===== config.mk =====
export PLATFORM = sky130hd
export DESIGN_NAME = superfast_hash_stream_core
export DESIGN_NICKNAME = d
export VERILOG_FILES = /design/src/rtl/sfh_pkg.sv /design/src/rtl/superfast_hash_stream_core.sv /design/src/rtl/sfh_front.sv /design/src/rtl/sfh_queue.sv /design/src/rtl/sfh_back.sv
export SDC_FILE = /design/constraint.sdc
export NUM_CORES = 1
export LEC_CHECK = 0
export BUFFER_PORTS_ARGS = -buffer_cell sky130_fd_sc_hd__buf_4
export CAP_MARGIN = 20
export CORE_MARGIN = 8
export CORE_UTILIZATION = 30
export CTS_CLUSTER_DIAMETER = 200
export CTS_CLUSTER_SIZE = 25
export DETAILED_ROUTE_END_ITERATION = 16
export GPL_TIMING_DRIVEN = 0
export PLACE_DENSITY_LB_ADDON = 0.1
export SLEW_MARGIN = 20
export SYNTH_ARGS = -nofsm -noshare
export SYNTH_HDL_FRONTEND = slang
export SYNTH_SLANG_ARGS = --single-unit

===== constraint.sdc =====
create_clock -name aclk -period 9.7 [get_ports aclk]
set_clock_uncertainty 0.1 [all_clocks]
set_input_delay 1.455 -clock aclk [delete_from_list [all_inputs] [get_ports aclk]]
set_output_delay 1.455 -clock aclk [all_outputs]
set_load 0.02 [all_outputs]

===== src/rtl/sfh_pkg.sv =====
// Shared types and constants for the SuperFastHash stream core.
`timescale 1ns / 1ps
`default_nettype none
package sfh_pkg;

    localparam int HashW     = 32;
    localparam int LenW      = 32;
    localparam int WordW     = 32;
    localparam int NbytesW   = 3;
    localparam int InDataW   = 72;   // 67 payload bits padded to whole bytes
    localparam int QueueDepth = 4;
    localparam int QueuePtrW  = $clog2(QueueDepth);
    localparam int QueueCntW  = $clog2(QueueDepth + 1);

    // Mixing operation picked by the front from valid_bytes
    typedef enum logic [2:0] {
        OP_NONE,
        OP_TAIL1,
        OP_TAIL2,
        OP_TAIL3,
        OP_WORD
    } op_t;

    // One classified request as it sits in the queue
    typedef struct packed {
        op_t              op;
        logic             first;
        logic             last;
        logic [LenW-1:0]  length;
        logic [WordW-1:0] data_word;
    } entry_t;

    typedef struct packed {
        logic full;
        logic empty;
    } q_status_t;

endpackage
`default_nettype wire


===== src/rtl/superfast_hash_stream_core.sv =====
// SuperFastHash (32-bit) stream core: top level.
//
// Input channel s_*: one request per 32-bit message word. s_tdata holds,
// from bit 0 up: length[31:0], data_word[63:32], valid_bytes[66:64], zero pad.
// s_tuser marks the first word (seeds the hash from length), s_tlast the
// final word. m_*: one request per message, m_tdata = hash_value[31:0].
// Throughput: one word per cycle sustained while the receiver takes results;
// the limit is the combinational mixing of each word into the running hash register.
// A final word passes through the queue, is mixed into the first stage
// register, then goes through two avalanche stages before m_tvalid rises.
// A four-entry queue sits between the decoding front and the hashing back;
// s_tready drops only when that queue is full.
// When the receiver stalls, the result register holds and the back end
// freezes; the queue then fills and s_tready falls.
// Reset (aresetn low, synchronous) empties the queue and pipeline and
// clears the running hash to zero.
`timescale 1ns / 1ps
`default_nettype none
module superfast_hash_stream_core (
    input  wire logic                        aclk,
    input  wire logic                        aresetn,
    input  wire logic                        s_tvalid,
    output logic                             s_tready,
    // length[31:0], data_word[63:32], valid_bytes[66:64], zero pad [71:67]
    input  wire logic [sfh_pkg::InDataW-1:0] s_tdata,
    // first[0]
    input  wire logic                        s_tuser,
    input  wire logic                        s_tlast,
    output logic                             m_tvalid,
    input  wire logic                        m_tready,
    // hash_value[31:0]
    output logic [sfh_pkg::HashW-1:0]        m_tdata
);
    import sfh_pkg::*;

    q_status_t q_status;
    logic      push, pop;
    entry_t    push_entry, pop_entry;

    sfh_front u_front (
        .s_tvalid   (s_tvalid),
        .s_tready   (s_tready),
        .s_tdata    (s_tdata),
        .s_tuser    (s_tuser),
        .s_tlast    (s_tlast),
        .q_status   (q_status),
        .push       (push),
        .push_entry (push_entry)
    );

    sfh_queue u_queue (
        .aclk       (aclk),
        .aresetn    (aresetn),
        .push       (push),
        .push_entry (push_entry),
        .pop        (pop),
        .pop_entry  (pop_entry),
        .q_status   (q_status)
    );

    sfh_back u_back (
        .aclk       (aclk),
        .aresetn    (aresetn),
        .pop_entry  (pop_entry),
        .q_status   (q_status),
        .pop        (pop),
        .m_tvalid   (m_tvalid),
        .m_tready   (m_tready),
        .m_tdata    (m_tdata)
    );

    a_no_push_when_full: assert property (@(posedge aclk) disable iff (!aresetn)
        !(push && q_status.full))
        else $error("push into a full queue");

    a_full_not_empty: assert property (@(posedge aclk) disable iff (!aresetn)
        !(q_status.full && q_status.empty))
        else $error("queue both full and empty");

    a_no_pop_on_stall: assert property (@(posedge aclk) disable iff (!aresetn)
        (m_tvalid && !m_tready) |-> !pop)
        else $error("back end popped while the result was stalled");

    a_empty_after_reset: assert property (@(posedge aclk)
        !aresetn |=> (!m_tvalid && q_status.empty))
        else $error("state left over after reset");

endmodule
`default_nettype wire


===== src/rtl/sfh_front.sv =====
// Front end: accepts input requests, decodes the mixing operation, pushes the queue.
`timescale 1ns / 1ps
`default_nettype none
module sfh_front (
    input  wire logic                   s_tvalid,
    output logic                        s_tready,
    input  wire logic [sfh_pkg::InDataW-1:0] s_tdata,
    input  wire logic                   s_tuser,
    input  wire logic                   s_tlast,
    input  wire sfh_pkg::q_status_t     q_status,
    output logic                        push,
    output sfh_pkg::entry_t             push_entry
);
    import sfh_pkg::*;

    logic [NbytesW-1:0] nbytes;
    op_t                op;

    assign nbytes = s_tdata[LenW+WordW +: NbytesW];

    always_comb begin
        unique case (nbytes)
            3'd0:    op = OP_NONE;
            3'd1:    op = OP_TAIL1;
            3'd2:    op = OP_TAIL2;
            3'd3:    op = OP_TAIL3;
            default: op = OP_WORD;   // four or more bytes mix as a full word
        endcase
    end

    assign s_tready = !q_status.full;
    assign push     = s_tvalid && !q_status.full;

    always_comb begin
        push_entry.op        = op;
        push_entry.first     = s_tuser;
        push_entry.last      = s_tlast;
        push_entry.length    = s_tdata[LenW-1:0];
        push_entry.data_word = s_tdata[LenW +: WordW];
    end

endmodule
`default_nettype wire


===== src/rtl/sfh_queue.sv =====
// Small FIFO of decoded requests between front and back.
`timescale 1ns / 1ps
`default_nettype none
module sfh_queue (
    input  wire logic               aclk,
    input  wire logic               aresetn,
    input  wire logic               push,
    input  wire sfh_pkg::entry_t    push_entry,
    input  wire logic               pop,
    output sfh_pkg::entry_t         pop_entry,
    output sfh_pkg::q_status_t      q_status
);
    import sfh_pkg::*;

    entry_t                mem [QueueDepth];
    logic [QueuePtrW-1:0]  wr_ptr_reg, wr_ptr_next;
    logic [QueuePtrW-1:0]  rd_ptr_reg, rd_ptr_next;
    logic [QueueCntW-1:0]  count_reg, count_next;
    logic                  do_push, do_pop;

    assign q_status.full  = (count_reg == QueueCntW'(QueueDepth));
    assign q_status.empty = (count_reg == '0);
    assign do_push = push && !q_status.full;
    assign do_pop  = pop && !q_status.empty;
    assign pop_entry = mem[rd_ptr_reg];

    always_comb begin
        wr_ptr_next = wr_ptr_reg;
        rd_ptr_next = rd_ptr_reg;
        count_next  = count_reg;
        if (do_push) begin
            wr_ptr_next = wr_ptr_reg + 1'b1;
        end
        if (do_pop) begin
            rd_ptr_next = rd_ptr_reg + 1'b1;
        end
        if (do_push && !do_pop) begin
            count_next = count_reg + 1'b1;
        end else if (do_pop && !do_push) begin
            count_next = count_reg - 1'b1;
        end
    end

    always_ff @(posedge aclk) begin
        if (!aresetn) begin
            wr_ptr_reg <= '0;
            rd_ptr_reg <= '0;
            count_reg  <= '0;
        end else begin
            wr_ptr_reg <= wr_ptr_next;
            rd_ptr_reg <= rd_ptr_next;
            count_reg  <= count_next;
        end
    end

    always_ff @(posedge aclk) begin
        if (do_push) begin
            mem[wr_ptr_reg] <= push_entry;
        end
    end

endmodule
`default_nettype wire


===== src/rtl/sfh_back.sv =====
// Back end: running-hash mixing, two-stage avalanche ending in the result register.
`timescale 1ns / 1ps
`default_nettype none
module sfh_back (
    input  wire logic                    aclk,
    input  wire logic                    aresetn,
    input  wire sfh_pkg::entry_t         pop_entry,
    input  wire sfh_pkg::q_status_t      q_status,
    output logic                         pop,
    output logic                         m_tvalid,
    input  wire logic                    m_tready,
    output logic [sfh_pkg::HashW-1:0]    m_tdata
);
    import sfh_pkg::*;

    function automatic logic [HashW-1:0] sext8(input logic [7:0] b);
        return {{(HashW-8){b[7]}}, b};
    endfunction

    function automatic logic [HashW-1:0] mix(input logic [HashW-1:0] h,
                                             input logic [WordW-1:0] w,
                                             input op_t op);
        logic [HashW-1:0] a, b, c;
        a = '0;
        b = '0;
        c = '0;
        unique case (op)
            OP_WORD: begin
                a = h + {16'b0, w[15:0]};
                b = (a << 16) ^ (({16'b0, w[31:16]} << 11) ^ a);
                c = b + (b >> 11);
            end
            OP_TAIL3: begin
                a = h + {16'b0, w[15:0]};
                a = a ^ (a << 16);
                b = a ^ (sext8(w[23:16]) << 18);
                c = b + (b >> 11);
            end
            OP_TAIL2: begin
                a = h + {16'b0, w[15:0]};
                b = a ^ (a << 11);
                c = b + (b >> 17);
            end
            OP_TAIL1: begin
                a = h + sext8(w[7:0]);
                b = a ^ (a << 10);
                c = b + (b >> 1);
            end
            OP_NONE: begin
                c = h;
            end
            default: begin
                c = h;
            end
        endcase
        return c;
    endfunction

    function automatic logic [HashW-1:0] aval_lo(input logic [HashW-1:0] h);
        logic [HashW-1:0] a;
        a = h ^ (h << 3);
        a = a + (a >> 5);
        a = a ^ (a << 4);
        return a;
    endfunction

    function automatic logic [HashW-1:0] aval_hi(input logic [HashW-1:0] h);
        logic [HashW-1:0] a;
        a = h + (h >> 17);
        a = a ^ (a << 25);
        a = a + (a >> 6);
        return a;
    endfunction

    logic [HashW-1:0] run_hash_reg;
    logic [HashW-1:0] seed, mixed;
    logic             advance;
    logic             s1_valid_reg, s2_valid_reg, out_valid_reg;
    logic [HashW-1:0] s1_hash_reg, s2_hash_reg, out_hash_reg;

    // whole back end holds while a result waits on the receiver
    assign advance = !out_valid_reg || m_tready;
    assign pop     = advance && !q_status.empty;

    assign seed  = pop_entry.first ? pop_entry.length : run_hash_reg;
    assign mixed = mix(seed, pop_entry.data_word, pop_entry.op);

    always_ff @(posedge aclk) begin
        if (!aresetn) begin
            run_hash_reg  <= '0;
            s1_valid_reg  <= 1'b0;
            s2_valid_reg  <= 1'b0;
            out_valid_reg <= 1'b0;
        end else if (advance) begin
            if (pop) begin
                run_hash_reg <= pop_entry.last ? '0 : mixed;
            end
            s1_valid_reg  <= pop && pop_entry.last;
            s2_valid_reg  <= s1_valid_reg;
            out_valid_reg <= s2_valid_reg;
        end
    end

    always_ff @(posedge aclk) begin
        if (advance) begin
            s1_hash_reg  <= mixed;
            s2_hash_reg  <= aval_lo(s1_hash_reg);
            out_hash_reg <= aval_hi(s2_hash_reg);
        end
    end

    assign m_tvalid = out_valid_reg;
    assign m_tdata  = out_hash_reg;

endmodule
`default_nettype wire

[Word level (Yosys, flattened, before mapping)]
Memories as Yosys holds them, arrays and structs flattened. A register that Yosys moved wholly into a read port is not among the register bits.
Cells that the tools add are included.
Widths: inputs -> output; s select.
Storage, ports and cells
  flip-flop bits (word level): 138
  bits in latches: 0
  bits in writable memories: 276
  memory bits (read-only): 0
  bits of input ports: 78
  output and inout port bits: 34
  logic and storage cells: 68
  memories: 1
Memories
  u_queue.mem: depth 4, bits a word 69, read ports 1, clocked after Yosys merged registers in 1, wr ports 1, RTL line sfh_queue.sv:15  | entry_t mem [QueueDepth];
Operators by class
  $add $sub $neg: 13
  multipliers: 0
  div/mod/pow operators: 0
  order comparisons: 0
  equal/unequal tests: 8
  shifts and indexed selects: 0
  multiplexer cells: 10
  bitwise operators: 9
  reductions and logical operators: 17
Operators by type and width (number)
  $xor 32x32->32: 8
  $pmux 32 s4: 1
  $add 32x15->32: 2
  $add 32x21->32: 2
  $mux 32: 2
  $add 32x16->32: 1
  $add 32x26->32: 1
  $add 32x27->32: 1
  $add 32x31->32: 1
  $add 32x32->32: 1
  $xor 27x32->32: 1
  $eq 3x2->1 const B: 4
  $pmux 3 s4: 1
  $logic_and 1x1->1: 7
  $eq 3x1->1 const B: 2
  $eq 3x3->1 const B: 2
  $logic_not 3->1: 2
  $mux 3: 2
  $logic_not 1->1: 5
  $add 2x1->2 const B: 2
  $mux 2: 2
  $add 3x1->3 const B: 1
  $sub 3x1->3 const B: 1
  $mux 1: 2
  3 further kinds: 3

[Logic depth before layout (Yosys ltp)]
  depth after elaboration: 8
  mapped depth: 38
  gate-level depth less buffers: 33

[Hierarchy]
From an unflattened synthesis, not the netlist that was laid out.
Unflattened totals
  cell total of the unflattened synthesis: 2552
  area, all modules: 28686.3 sq um
By module, submodules not included
  sfh_back: times used 1, cells an instance 2072, area each 17728.3 sq um, seq. area each 3583.4 sq um
  sfh_queue: times used 1, cells an instance 409, area each 10436.3 sq um, seq. area each 8468.1 sq um
  sfh_front: times used 1, cells an instance 71, area each 521.8 sq um, seq. area each 0.0 sq um

[Worst setup path after synthesis]
OpenSTA, ideal clock, no wires.
  path kind: register to register
  start: register with a tool-made name
  end: register u_back.run_hash_reg[29]
  library setup time: 0.117 ns
  data arrival time: 8.659 ns
  data required time: 9.483 ns
  path slack: 0.825 ns
  cell stages (with the launch flop): 32
  clock period less this slack: 8.875 ns
  path through: dfxtp_1 buf_6 buf_4 buf_2 buf_2 buf_2 buf_1 buf_2 buf_2 mux4_2 ha_1 and2_1 a2111oi_0 and3_2 a21o_1 a21oi_1 o22ai_1 xor2_1 inv_1 ha_1 a21o_1 a21oi_1 o21ai_0 nand2_1 o311ai_0 a41oi_1 nor4b_4 and3b_1 xor2_1 a211oi_1 o22ai_1 a22o_1
RTL lines
  to (signal assigned): RTL line sfh_back.sv:96  | run_hash_reg <= pop_entry.last ? '0 : mixed;
  to (decl): RTL line sfh_back.sv:75  | logic [HashW-1:0] run_hash_reg;

==> flow_metrics.py <==
metrics = {
    "clock_network": {
        "htree_levels": 1,
        "clk_latency_ns": 0.58,
        "clockRootBuffer": "clkbuf_16",
        "cts.sinks": 416,
        "clk_pin_slew_ns": 0.10,
        "cts_tree": "yes",
        "numCtsBuffers": 20,
        "clockBufferDepth": 3,
        "ctsHoldBuffers": 0,
    },
    "yosys": {
        "synth_top_family_by_area": "compound AO/OA/AOI/OAI gates",
        "synthSimpleGateAreaFrac": 0.1076,
        "synth_area_leader_cell": "edfxtp_1",
        "yosysWarningCount": 0,
        "synth_compound_area_frac": 0.1529,
        "syn_area_per_cell_um2": 11.20,
        "synth_ff_type": "edfxtp_1",
        "syn-num-nets": 2793,
        "synth_adder_area_share": 0.09555,
        "synth_area_leaders": "edfxtp_1 40%, ha_1 8.9%, xnor2_1 7.0%",
        "synth_area_um2": 28070,
        "synthArstFlopShare": 0,
        "ys_seq_area_frac": 0.4293,
        "synthTopCellsByCount": "372 x edfxtp_1, 225 x xnor2_1, 202 x nand2_1",
        "ys_types": 104,
        "ys_seq_elements": 416,
        "synthCells": 2506,
        "synth-edff-count": 372,
        "synth_mux_area_frac": 0.06382,
        "yosysMostFrequentCell": "edfxtp_1",
        "synth_top_area_share": 0.3979,
        "synth_xor_area_frac": 0.1297,
    },
    "critical_path": {
        "cpPeakStageDelay_ns": 0.74,
        "crit_required_ns": 9.91,
        "cp.buffers_inverters": 6,
        "end_kind": "flop",
        "cp_top_family": "compound AO/OA/AOI/OAI gates",
        "cp-start-kind": "flop",
        "arrival_ns": 9.42,
        "crit_path_frequent_cell": "o21ai_0",
        "rr_worst_depth": 30,
        "r2r_slack_ns": 0.49,
        "critical_path.max_fanout": 19,
        "critPathSlowestCell": "or4b_2",
        "r2r_end": "u_back.s1_hash_reg[30]",
        "worstSetupPathType": "reg2reg",
    },
    "placed_design": {
        "gp_congestion": 0.9297,
        "hpwl_um": 75640,
        "portBuffers": 106,
        "pre_cts_ws_ns": -3.729,
        "dp.cells": 3874,
    },
    "min_path": {
        "hold_end": "u_back.run_hash_reg[31]",
        "min_path_type": "reg2reg",
        "worstHoldStart": "u_back.run_hash_reg[31]",
        "worstHoldPathCells": 2,
    },
    "run_status": {
        "status": "completed",
    },
    "timing": {
        "fmax_mhz": 108.6,
        "final_period_minus_worst_setup_slack_ns": 9.211,
        "drv_slew": 0,
        "finalCritPeriodShare": 0.9496,
        "max_slew.worst_pin.slew_ns": 1.060,
        "rsz0062_at_grt": "no",
        "slew_headroom": 0.2932,
        "setup_tns_ns": 0,
        "fin_ws_ns": 0.4888,
        "hold_violations": 0,
        "setup_viol": 0,
    },
    "routing": {
        "num_vias": 20224,
        "route.detailed.wl_per_inst_um": 23.92,
        "ant_nets": 0,
        "drtIter0Drc": 1527,
        "routed_wirelength_um": 93490,
        "drc": 0,
        "first_pass_iters": 5,
        "via_per_inst": 5.175,
    },
    "cells_and_area": {
        "largest_register_ffs": 276,
        "layout.nets": 2927,
        "synthToLayoutAreaGrowth_pct": 12.37,
        "drive_above_1_share": 0.1213,
        "post-route-util": 0.3390,
        "stdcell_count": 3908,
        "n_antenna_cell": 0,
        "largest-register": "u_queue.mem",
    },
    "die": {
        "die_h_um": 321.9,
        "design.core.area_um2": 93050,
        "die-width_um": 321.9,
        "io_pins": 112,
        "die_area_um2": 103600,
        "initial_core_util": 0.3017,
        "core.rowCount": 112,
    },
    "global_route": {
        "grt-ovfl-total": 0,
        "grt_pass1_wl_um": 135800,
        "track_usage": 0.1744,
        "grt_max_degree": 66,
        "grt_pass1_vias": 20552,
        "antenna_found_initial": 1,
    },
    "job": {
        "maxCapViolCount": 0,
    },
}
-- worst register-to-register path, delay by kind of cell (launching register included) --
family / cells / cell delay (ns)
xor+xnor: 2 / 0.51
mux: 1 / 0.29
fa+ha+maj: 3 / 0.90
flops: 1 / 0.32
simple gates: 5 / 1.66
compound gates: 13 / 3.47
buf+inv: 6 / 1.71
-- cells by family after synthesis --
| logic type | Yosys count |
|---|---|
| and+or+nand+nor | 612 |
| DFF | 416 |
| buffers and inverters | 149 |
| xor gates and xnor gates | 392 |
| muxes | 94 |
| AOI/OAI and AO/OA | 634 |
| adders and majority gates | 209 |
-- metrics by stage --
stage                     instance area, um2  hold slack, ns
after floorplan                        28070          0.3212
after global placement                 30440          0.3395
after detailed placement               30720          0.3491
after CTS                              31530          0.3654
after global routing                   31550          0.3938
final                                  31550          0.3652
-- timing repair --
item	CTS	global route
setup buffers	5	0
setup endpoints to repair	64	35
resized for setup	51	9
pin swaps	3	0
-- cells in the final DEF, fill, tap and decap left out, drive strengths merged, types with 35 or more instances in the layout --
cell type / n
edfxtp: 372
dfxtp: 44
inv: 94
nand2: 202
a21oi: 167
a21o: 79
o21a: 35
xor2: 152
o21ai: 103
nand3: 35
xnor2: 229
nor2: 147
mux4: 67
ha: 200
buf: 132
nor2b: 42
clkbuf: 66
-- cell type report --
type / count / area, um2
plain buffers: 45 / 251.5
clock buffers: 34 / 563.0
clock inverters: 2 / 25.02
fillers: 9373 / 61500
inverters: 97 / 372.9
multi-input cells: 1941 / 15710
flip-flops and latches: 416 / 12050
well taps: 1254 / 1569
repair buffers: 119 / 1005
-- how the worst max path moves through the flow --
stage                     cells past startpoint                       to  startpoint  slack (ns)
after floorplan                              31  u_back.run_hash_reg[29]        flop        0.82
final                                        30   u_back.s1_hash_reg[30]        flop        0.49
after CTS                                    38   u_back.s1_hash_reg[31]        flop        0.02
after detailed placement                     31   u_back.s1_hash_reg[31]        flop       -3.73
after global placement                       31   u_back.s1_hash_reg[31]        flop       -3.80
after global routing                         36   u_back.s1_hash_reg[31]        flop        0.06
-- per-layer routing --
metal,vias to the layer above,global-route usage,share of wire
met5,-,0,0.00014
met4,2,0.04648,0.027
met3,103,0.01739,0.040
met2,447,0.3144,0.50
met1,10004,0.2212,0.43
li1,9668,-,-
Power is not shown: default switching activity piles up to over one toggle a cycle in this logic, so the estimate is an artifact.
